## config.mk

```make
export PLATFORM = sky130hd
export DESIGN_NAME = i2c_master_event_sequencer
export DESIGN_NICKNAME = d
export VERILOG_FILES = /design/src/sv/i2cms_pkg.sv /design/src/sv/i2cms_step.sv /design/src/sv/i2c_master_event_sequencer.sv
export SDC_FILE = /design/constraint.sdc
export NUM_CORES = 1
export LEC_CHECK = 0
export BUFFER_PORTS_ARGS = -buffer_cell sky130_fd_sc_hd__clkbuf_2
export CAP_MARGIN = 20
export CORE_MARGIN = 10
export CORE_UTILIZATION = 30
export DETAILED_ROUTE_END_ITERATION = 16
export SLEW_MARGIN = 10
export SYNTH_ARGS = -nofsm -noshare
export SYNTH_HDL_FRONTEND = slang
export SYNTH_SLANG_ARGS = --single-unit
```

## constraint.sdc

```tcl
create_clock -name clk -period 7.9 [get_ports clk]
set_input_delay 1.185 -clock clk [delete_from_list [all_inputs] [get_ports clk]]
set_output_delay 1.185 -clock clk [all_outputs]
set_load 0.02 [all_outputs]
```

## src/sv/i2cms_pkg.sv

```systemverilog
`timescale 1ns / 1ps
// Package for the I2C master event sequencer: transfer types, phase codes,
// command bit constants and the sequencer state record. No dependencies.
package i2cms_pkg;

  // Width of the remaining-byte counter (8 to 32).
  localparam int COUNT_BITS = 16;

  // Request codes carried in the opcode field.
  typedef enum logic [1:0] {
    OP_START_WR = 2'd0,
    OP_START_RD = 2'd1,
    OP_EVENT    = 2'd2,
    OP_ERROR    = 2'd3
  } opcode_t;

  // Sequencer phases, one-hot.
  typedef enum logic [10:0] {
    PH_IDLE    = 11'b000_0000_0001,
    PH_SB_TX   = 11'b000_0000_0010,
    PH_ADDR_TX = 11'b000_0000_0100,
    PH_TXE     = 11'b000_0000_1000,
    PH_BTF_TX  = 11'b000_0001_0000,
    PH_SB_RX   = 11'b000_0010_0000,
    PH_ADDR_RX = 11'b000_0100_0000,
    PH_RXNE    = 11'b000_1000_0000,
    PH_L2_RX   = 11'b001_0000_0000,
    PH_L3_RX   = 11'b010_0000_0000,
    PH_ERROR   = 11'b100_0000_0000
  } phase_t;

  // Completion codes.
  localparam logic [2:0] CMP_NONE     = 3'd0;
  localparam logic [2:0] CMP_WR_DONE  = 3'd1;
  localparam logic [2:0] CMP_RD_DONE  = 3'd2;
  localparam logic [2:0] CMP_ERROR    = 3'd3;
  localparam logic [2:0] CMP_REJECTED = 3'd4;

  // Event flag bit positions.
  localparam int EV_SB   = 0;
  localparam int EV_ADDR = 1;
  localparam int EV_TXE  = 2;
  localparam int EV_BTF  = 3;
  localparam int EV_RXNE = 4;

  // Error flag bit positions.
  localparam int ER_BERR = 0;
  localparam int ER_AF   = 1;
  localparam int ER_ARLO = 2;
  localparam int ER_OVR  = 3;

  // Bus command bits.
  localparam logic [3:0] BUS_START  = 4'h1;
  localparam logic [3:0] BUS_STOP   = 4'h2;
  localparam logic [3:0] BUS_SWRST  = 4'h4;
  localparam logic [3:0] BUS_ENABLE = 4'h8;

  // ACK and POS commands.
  localparam logic [1:0] ACK_NONE = 2'd0;
  localparam logic [1:0] ACK_SET  = 2'd1;
  localparam logic [1:0] ACK_NACK = 2'd2;
  localparam logic [1:0] POS_NONE = 2'd0;
  localparam logic [1:0] POS_CLR  = 2'd1;
  localparam logic [1:0] POS_SET  = 2'd2;

  // Interrupt enable and disable bits.
  localparam logic [5:0] IRQ_EN_EVT  = 6'h01;
  localparam logic [5:0] IRQ_EN_ERR  = 6'h02;
  localparam logic [5:0] IRQ_EN_BUF  = 6'h04;
  localparam logic [5:0] IRQ_DIS_EVT = 6'h08;
  localparam logic [5:0] IRQ_DIS_ERR = 6'h10;
  localparam logic [5:0] IRQ_DIS_BUF = 6'h20;

  // Flag clear bits.
  localparam logic [4:0] CLR_ADDR = 5'h01;
  localparam logic [4:0] CLR_AF   = 5'h02;
  localparam logic [4:0] CLR_BERR = 5'h04;
  localparam logic [4:0] CLR_ARLO = 5'h08;
  localparam logic [4:0] CLR_OVR  = 5'h10;

  // Input transfer payload.
  typedef struct packed {
    logic [1:0]  opcode;
    logic [7:0]  dev_addr;
    logic [15:0] length;
    logic [7:0]  tx_byte;
    logic [4:0]  event_flags;
    logic [3:0]  error_flags;
    logic [7:0]  rx_first;
    logic [7:0]  rx_second;
  } in_t;

  // Result transfer payload.
  typedef struct packed {
    logic [2:0]  completion;
    logic [3:0]  error_report;
    logic        dr_write_valid;
    logic [7:0]  dr_write_value;
    logic        tx_taken;
    logic [3:0]  bus_cmd;
    logic [1:0]  ack_cmd;
    logic [1:0]  pos_cmd;
    logic [5:0]  irq_cmd;
    logic [4:0]  clear_cmd;
    logic [1:0]  rx_count;
    logic [15:0] rx_pair;
  } out_t;

  // Sequencer state.
  typedef struct packed {
    phase_t                  phase;
    logic [7:0]              target_address;
    logic [COUNT_BITS-1:0]   bytes_left;
  } state_t;

endpackage

```

## src/sv/i2cms_step.sv

```systemverilog
`timescale 1ns / 1ps
// Next-state and command logic of the I2C master event sequencer for one item.
// Depends on i2cms_pkg.
module i2cms_step (
  input  i2cms_pkg::state_t st,
  input  i2cms_pkg::in_t    item,
  output i2cms_pkg::state_t st_nxt,
  output i2cms_pkg::out_t   res
);
  import i2cms_pkg::*;

  logic [31:0]           len_w;
  logic [COUNT_BITS-1:0] len;
  logic [COUNT_BITS-1:0] dec;
  opcode_t               op;

  // The start length is masked to the counter width.
  assign len_w = {16'h0000, item.length};
  assign len   = len_w[COUNT_BITS-1:0];
  assign dec   = st.bytes_left - COUNT_BITS'(1);
  assign op    = opcode_t'(item.opcode);

  always_comb begin
    st_nxt = st;
    res    = '0;
    unique case (op)
      // Start requests are taken only in idle with a non-zero count.
      OP_START_WR, OP_START_RD: begin
        if ((len == '0) || (st.phase != PH_IDLE)) begin
          res.completion = CMP_REJECTED;
        end else begin
          st_nxt.target_address = item.dev_addr;
          st_nxt.bytes_left     = len;
          st_nxt.phase          = (op == OP_START_WR) ? PH_SB_TX : PH_SB_RX;
          res.bus_cmd           = BUS_START | BUS_ENABLE;
          res.pos_cmd           = POS_CLR;
          res.irq_cmd           = IRQ_EN_EVT | IRQ_EN_ERR;
        end
      end
      // An error snapshot clears the reported flags and parks the block.
      OP_ERROR: begin
        res.completion   = CMP_ERROR;
        res.error_report = item.error_flags;
        if (item.error_flags[ER_BERR]) begin
          res.clear_cmd = res.clear_cmd | CLR_BERR;
          res.bus_cmd   = res.bus_cmd | BUS_SWRST;
        end
        if (item.error_flags[ER_AF]) begin
          res.clear_cmd = res.clear_cmd | CLR_AF;
          res.bus_cmd   = res.bus_cmd | BUS_STOP;
        end
        if (item.error_flags[ER_ARLO]) begin
          res.clear_cmd = res.clear_cmd | CLR_ARLO;
        end
        if (item.error_flags[ER_OVR]) begin
          res.clear_cmd = res.clear_cmd | CLR_OVR;
        end
        res.irq_cmd  = IRQ_DIS_EVT | IRQ_DIS_ERR | IRQ_DIS_BUF;
        st_nxt.phase = PH_ERROR;
      end
      // Event snapshots step the phase machine by at most one phase.
      OP_EVENT: begin
        unique case (st.phase)
          PH_SB_TX: begin
            if (item.event_flags[EV_SB]) begin
              res.dr_write_valid = 1'b1;
              res.dr_write_value = st.target_address;
              st_nxt.phase       = PH_ADDR_TX;
            end
          end
          PH_ADDR_TX: begin
            if (item.event_flags[EV_ADDR]) begin
              res.clear_cmd = CLR_ADDR;
              res.irq_cmd   = IRQ_EN_BUF;
              st_nxt.phase  = PH_TXE;
            end
          end
          PH_TXE: begin
            if (item.event_flags[EV_TXE]) begin
              if (st.bytes_left != '0) begin
                res.dr_write_valid = 1'b1;
                res.dr_write_value = item.tx_byte;
                res.tx_taken       = 1'b1;
                st_nxt.bytes_left  = dec;
              end
              if ((st.bytes_left == '0) || (dec == '0)) begin
                res.irq_cmd  = IRQ_DIS_BUF;
                st_nxt.phase = PH_BTF_TX;
              end
            end
          end
          PH_BTF_TX: begin
            if (item.event_flags[EV_BTF]) begin
              res.completion = CMP_WR_DONE;
              res.bus_cmd    = BUS_STOP;
              res.irq_cmd    = IRQ_DIS_EVT | IRQ_DIS_ERR;
              st_nxt.phase   = PH_IDLE;
            end
          end
          PH_SB_RX: begin
            if (item.event_flags[EV_SB]) begin
              res.dr_write_valid = 1'b1;
              res.dr_write_value = st.target_address | 8'h01;
              res.ack_cmd        = ACK_SET;
              st_nxt.phase       = PH_ADDR_RX;
            end
          end
          // Tail handling is chosen by the count once the address is acked.
          PH_ADDR_RX: begin
            if (item.event_flags[EV_ADDR]) begin
              res.clear_cmd = CLR_ADDR;
              if (st.bytes_left == COUNT_BITS'(1)) begin
                res.ack_cmd  = ACK_NACK;
                res.bus_cmd  = BUS_STOP;
                res.irq_cmd  = IRQ_EN_BUF;
                st_nxt.phase = PH_RXNE;
              end else if (st.bytes_left == COUNT_BITS'(2)) begin
                res.pos_cmd  = POS_SET;
                res.ack_cmd  = ACK_NACK;
                st_nxt.phase = PH_L2_RX;
              end else if (st.bytes_left == COUNT_BITS'(3)) begin
                st_nxt.phase = PH_L3_RX;
              end else begin
                res.irq_cmd  = IRQ_EN_BUF;
                st_nxt.phase = PH_RXNE;
              end
            end
          end
          PH_RXNE: begin
            if (item.event_flags[EV_RXNE]) begin
              if (st.bytes_left == COUNT_BITS'(1)) begin
                res.completion    = CMP_RD_DONE;
                res.rx_count      = 2'd1;
                res.rx_pair       = {8'h00, item.rx_first};
                res.irq_cmd       = IRQ_DIS_EVT | IRQ_DIS_ERR | IRQ_DIS_BUF;
                st_nxt.bytes_left = '0;
                st_nxt.phase      = PH_IDLE;
              end else if (st.bytes_left > COUNT_BITS'(3)) begin
                res.rx_count      = 2'd1;
                res.rx_pair       = {8'h00, item.rx_first};
                st_nxt.bytes_left = dec;
                if (dec == COUNT_BITS'(3)) begin
                  res.irq_cmd  = IRQ_DIS_BUF;
                  st_nxt.phase = PH_L3_RX;
                end
              end
            end
          end
          PH_L2_RX: begin
            if (item.event_flags[EV_BTF]) begin
              res.completion    = CMP_RD_DONE;
              res.bus_cmd       = BUS_STOP;
              res.rx_count      = 2'd2;
              res.rx_pair       = {item.rx_second, item.rx_first};
              res.irq_cmd       = IRQ_DIS_EVT | IRQ_DIS_ERR | IRQ_DIS_BUF;
              st_nxt.bytes_left = '0;
              st_nxt.phase      = PH_IDLE;
            end
          end
          PH_L3_RX: begin
            if (item.event_flags[EV_BTF]) begin
              res.ack_cmd  = ACK_NACK;
              res.rx_count = 2'd1;
              res.rx_pair  = {8'h00, item.rx_first};
              if (st.bytes_left != '0) begin
                st_nxt.bytes_left = dec;
              end
              st_nxt.phase = PH_L2_RX;
            end
          end
          // Idle, error and any stray code ignore events.
          default: begin
          end
        endcase
      end
      default: begin
      end
    endcase
  end

endmodule

```

## src/sv/i2c_master_event_sequencer.sv

```systemverilog
`timescale 1ns / 1ps
// Top level of the I2C master event sequencer: state and result registers.
// Depends on i2cms_pkg and i2cms_step.
//
//   Channel | Ports                          | Payload
//   --------+--------------------------------+-----------------
//   input   | in_valid, in_ready, in_data    | i2cms_pkg::in_t
//   result  | out_valid, out_ready, out_data | i2cms_pkg::out_t
//
// Each accepted item gives exactly one result in the register after the
// accepting edge; one item per cycle is sustained while out_ready is high,
// set by the single state update of the phase machine.
// A synchronous active-low reset returns the block to idle, clears the
// address and count and empties the result register.
// A held result stalls input only when out_ready is low.
module i2c_master_event_sequencer (
  input  logic              clk,
  input  logic              rst_n,
  input  logic              in_valid,
  output logic              in_ready,
  input  i2cms_pkg::in_t    in_data,
  output logic              out_valid,
  input  logic              out_ready,
  output i2cms_pkg::out_t   out_data
);
  import i2cms_pkg::*;

  state_t state_r;
  state_t state_nxt;
  out_t   res_nxt;
  out_t   out_data_r;
  logic   out_valid_r;
  logic   in_fire;

  // Combinational step for the offered item.
  i2cms_step u_step (
    .st     (state_r),
    .item   (in_data),
    .st_nxt (state_nxt),
    .res    (res_nxt)
  );

  // Accept whenever the result register is empty or being drained.
  assign in_ready = !out_valid_r || out_ready;
  assign in_fire  = in_valid && in_ready;

  // Sequencer state.
  always_ff @(posedge clk) begin
    if (!rst_n) begin
      state_r.phase          <= PH_IDLE;
      state_r.target_address <= '0;
      state_r.bytes_left     <= '0;
    end else if (in_fire) begin
      state_r <= state_nxt;
    end
  end

  // Result register valid flag.
  always_ff @(posedge clk) begin
    if (!rst_n) begin
      out_valid_r <= 1'b0;
    end else if (in_fire) begin
      out_valid_r <= 1'b1;
    end else if (out_ready) begin
      out_valid_r <= 1'b0;
    end
  end

  // Result payload.
  always_ff @(posedge clk) begin
    if (in_fire) begin
      out_data_r <= res_nxt;
    end
  end

  assign out_valid = out_valid_r;
  assign out_data  = out_data_r;

endmodule
```

==> impl_metrics.ini <==
[setup_path]
path_buf_inv = 1
end_kind = register
slowest_delay_ps = 680
crit_top_cell = nand4_1
crit_path_start_kind = register
crit_chain = inv_1, ha_1, nor3b_1, nand4_1, xor2_1, a21boi_0, nand4_1, o211a_1, o211ai_1, o41ai_2
worstPathRequired_ps = 8090
slowest_stage = nor3b_1
crit_fanout = 11
cp_top_family = simple AND/OR/NAND/NOR gates
cp_data_arrival_time_ps = 3690
crit_type = reg -> reg

[floorplanning]
rows = 46
chipWidth_um = 146.4
initial_core_util = 0.3038
io_pins = 119
die_y_um = 146.4
die_area_mm2 = 0.02142
core_mm2 = 0.01577

[clock_network]
post-cts-setup-buffer-count = 0
ctsResizeCount = 0
cts.sinks = 85
cts_buffer_depth = 2
clkSlewWorstSetupHoldPaths_ps = 60
cts-root-buf = clkbuf_16
clk_latency_ps = 350
htreeDepth = 3
cts-hold-fix-buffers = 0
cts_tree = yes
cts_buffers = 9

[route]
drtIter0Drc = 358
vias = 4232
viasPerCell = 5.148
drc = 0
post_drt_wl_per_cell_um = 17.45
wl_mm = 14.34
drtAntennaViolNets = 0
first_pass_iters = 5

[final_layout]
finalNetCount = 670
seq_area_mm2 = 0.002192
syn2layout_area_growth_pct = 20.50
drive_above_1_share = 0.2574
fillers = 1633
final_cells = 822
postLayoutCellArea_mm2 = 0.005773
multiInputGateArea_mm2 = 0.002360
post-route-util = 0.3661
insertedDiodeCount = 0

[global_routing]
grt_max_degree = 50
grt_overflow = 0
grt_pass1_wl_mm = 22.63
antenna_found_initial = 0
grt_use_total = 0.1303
first_global_vias = 4103

[job]
cap_violations = 0

[timing]
fmax_mhz = 286.2
grt_setup_unrepaired = false
setup_slack_ps = 4406
clock_skew_ps = 12.03
max-slew-margin-rel = 0.3346
setup_viol = 0
hold_viol_final = 0
fin_crit_ps = 3494
tns_ps = 0
whs_ps = 501.6
tightestPinTransition_ps = 997.0
fin_crit_sh = 0.4423
slew_violations = 0

[synthesis]
syn_nets = 577
ys_warn_count = 0
ys_ff_latch = 85
syn_area_per_cell_um2 = 9.431
synthArstFlopShare = 0
synthCells = 508
yosysUniqueCellTypes = 65
syn_area_mm2 = 0.004791
synthFlopType = edfxtp_1
seq_area_frac_synth = 0.4576
synth_edf_count = 49

[power]
leakagePower_nw = 2.277
power.density_mw_per_mm2 = 222.6
peakVddDrop_uv = 115.3
total_power_mw = 1.285

[placement]
placed_area_mm2 = 0.005477
port_buffers = 118
dp_slack_ps = 4416
place_hpwl_mm = 11.29
dp.cells = 805
gp_congestion = 0.9536

[hold_path]
hold_class = reg -> reg

[run_status]
status = completed
[registers in the layout, summed over array words and instances, names as in the netlist]
register   flops
out_data      49
out_valid      1
state_r       35
[worst reg2reg max path: cells and delay by family, from the launching register on]
kind                     cells  cell delay (ps)
AO/OA/AOI/OAI                4             1010
XOR/XNOR                     1              320
adder cells (fa/ha/maj)      1              370
buffers and inverters        1              150
flip-flops                   1              420
AND/OR/NAND/NOR              3             1070
[cell usage after synthesis (all sizes together), types with 2 or more instances]
cell type | instances | area share
or4 | 3 | 0.0055
nor4b | 2 | 0.0037
nand3 | 14 | 0.015
edfxtp | 49 | 0.31
o31ai | 6 | 0.0094
mux2i | 13 | 0.027
xnor2 | 6 | 0.011
nor4 | 15 | 0.026
nor3b | 5 | 0.0078
a32oi | 2 | 0.0037
inv | 14 | 0.011
and2 | 21 | 0.027
a21oi | 19 | 0.020
nor2 | 75 | 0.062
a32o | 2 | 0.0042
dfxtp | 36 | 0.15
and4 | 4 | 0.0078
nand2b | 4 | 0.0052
ha | 6 | 0.016
o41ai | 3 | 0.0086
nor3 | 17 | 0.023
xor2 | 10 | 0.018
o21ai | 24 | 0.025
clkbuf | 18 | 0.014
or2 | 2 | 0.0026
nor2b | 9 | 0.012
nand4 | 14 | 0.018
a221oi | 3 | 0.0068
a22oi | 13 | 0.020
and3 | 13 | 0.017
a211oi | 11 | 0.017
nand2 | 32 | 0.027
o211ai | 5 | 0.0078
buf | 20 | 0.025
[report_power, final]
group,switching (mW),internal (mW),leakage (nW)
Clock,0.182,0.224,0.135
Sequential,0.0337,0.500,0.788
Combinational,0.218,0.128,1.35
[layer usage]
layer	share of wire	GRT usage	vias to the layer above
li1	-	-	2054
met1	0.46	0.1647	1978
met2	0.45	0.2038	174
met3	0.069	0.03956	26
met4	0.020	0.05005	0
met5	0	0	-
[path summary, 6_finish.rpt]
check         startpoint     endpoint  slack [ps]  cells after the start
max           state_r[0]  state_r[34]        4410                     10
min reg2reg  state_r[22]  state_r[22]         500                      2
max reg2reg   state_r[0]  state_r[34]        4410                     10
min          state_r[22]  state_r[22]         500                      2
[kinds of logic after synthesis]
| logic type | Yosys count | share of synthesized area |
|---|---|---|
| AND/OR/NAND/NOR | 237 | 0.2727 |
| AO/OA/AOI/OAI | 99 | 0.1470 |
| flip-flops | 85 | 0.4576 |
| buffers and inverters | 52 | 0.05066 |
| XOR/XNOR | 16 | 0.02925 |
| multiplexers | 13 | 0.02716 |
| adder cells (fa/ha/maj) | 6 | 0.01567 |
[cell type report]
cell class / instances / share of cell area
Clock buffer: 10 / 0.04140
Clock inverter: 6 / 0.008019
Inverter: 14 / 0.009103
Multi-Input combinational cell: 371 / 0.4088
Sequential cell: 85 / 0.3797
Tap cell: 216 / 0.04681
Timing Repair Buffer: 120 / 0.1062
[layout by cell type, fill, tap and decap left out, drive strengths merged, types with 15 or more instances in the layout]
cell type  netlist  layout
clkbuf          18     128
nor3            17      17
nor4            15      15
o21ai           24      24
and2            21      21
nand2           32      32
a21oi           19      19
inv             14      16
edfxtp          49      49
dfxtp           36      36
nor2            75      75
Power figures use the tool's default switching activity.
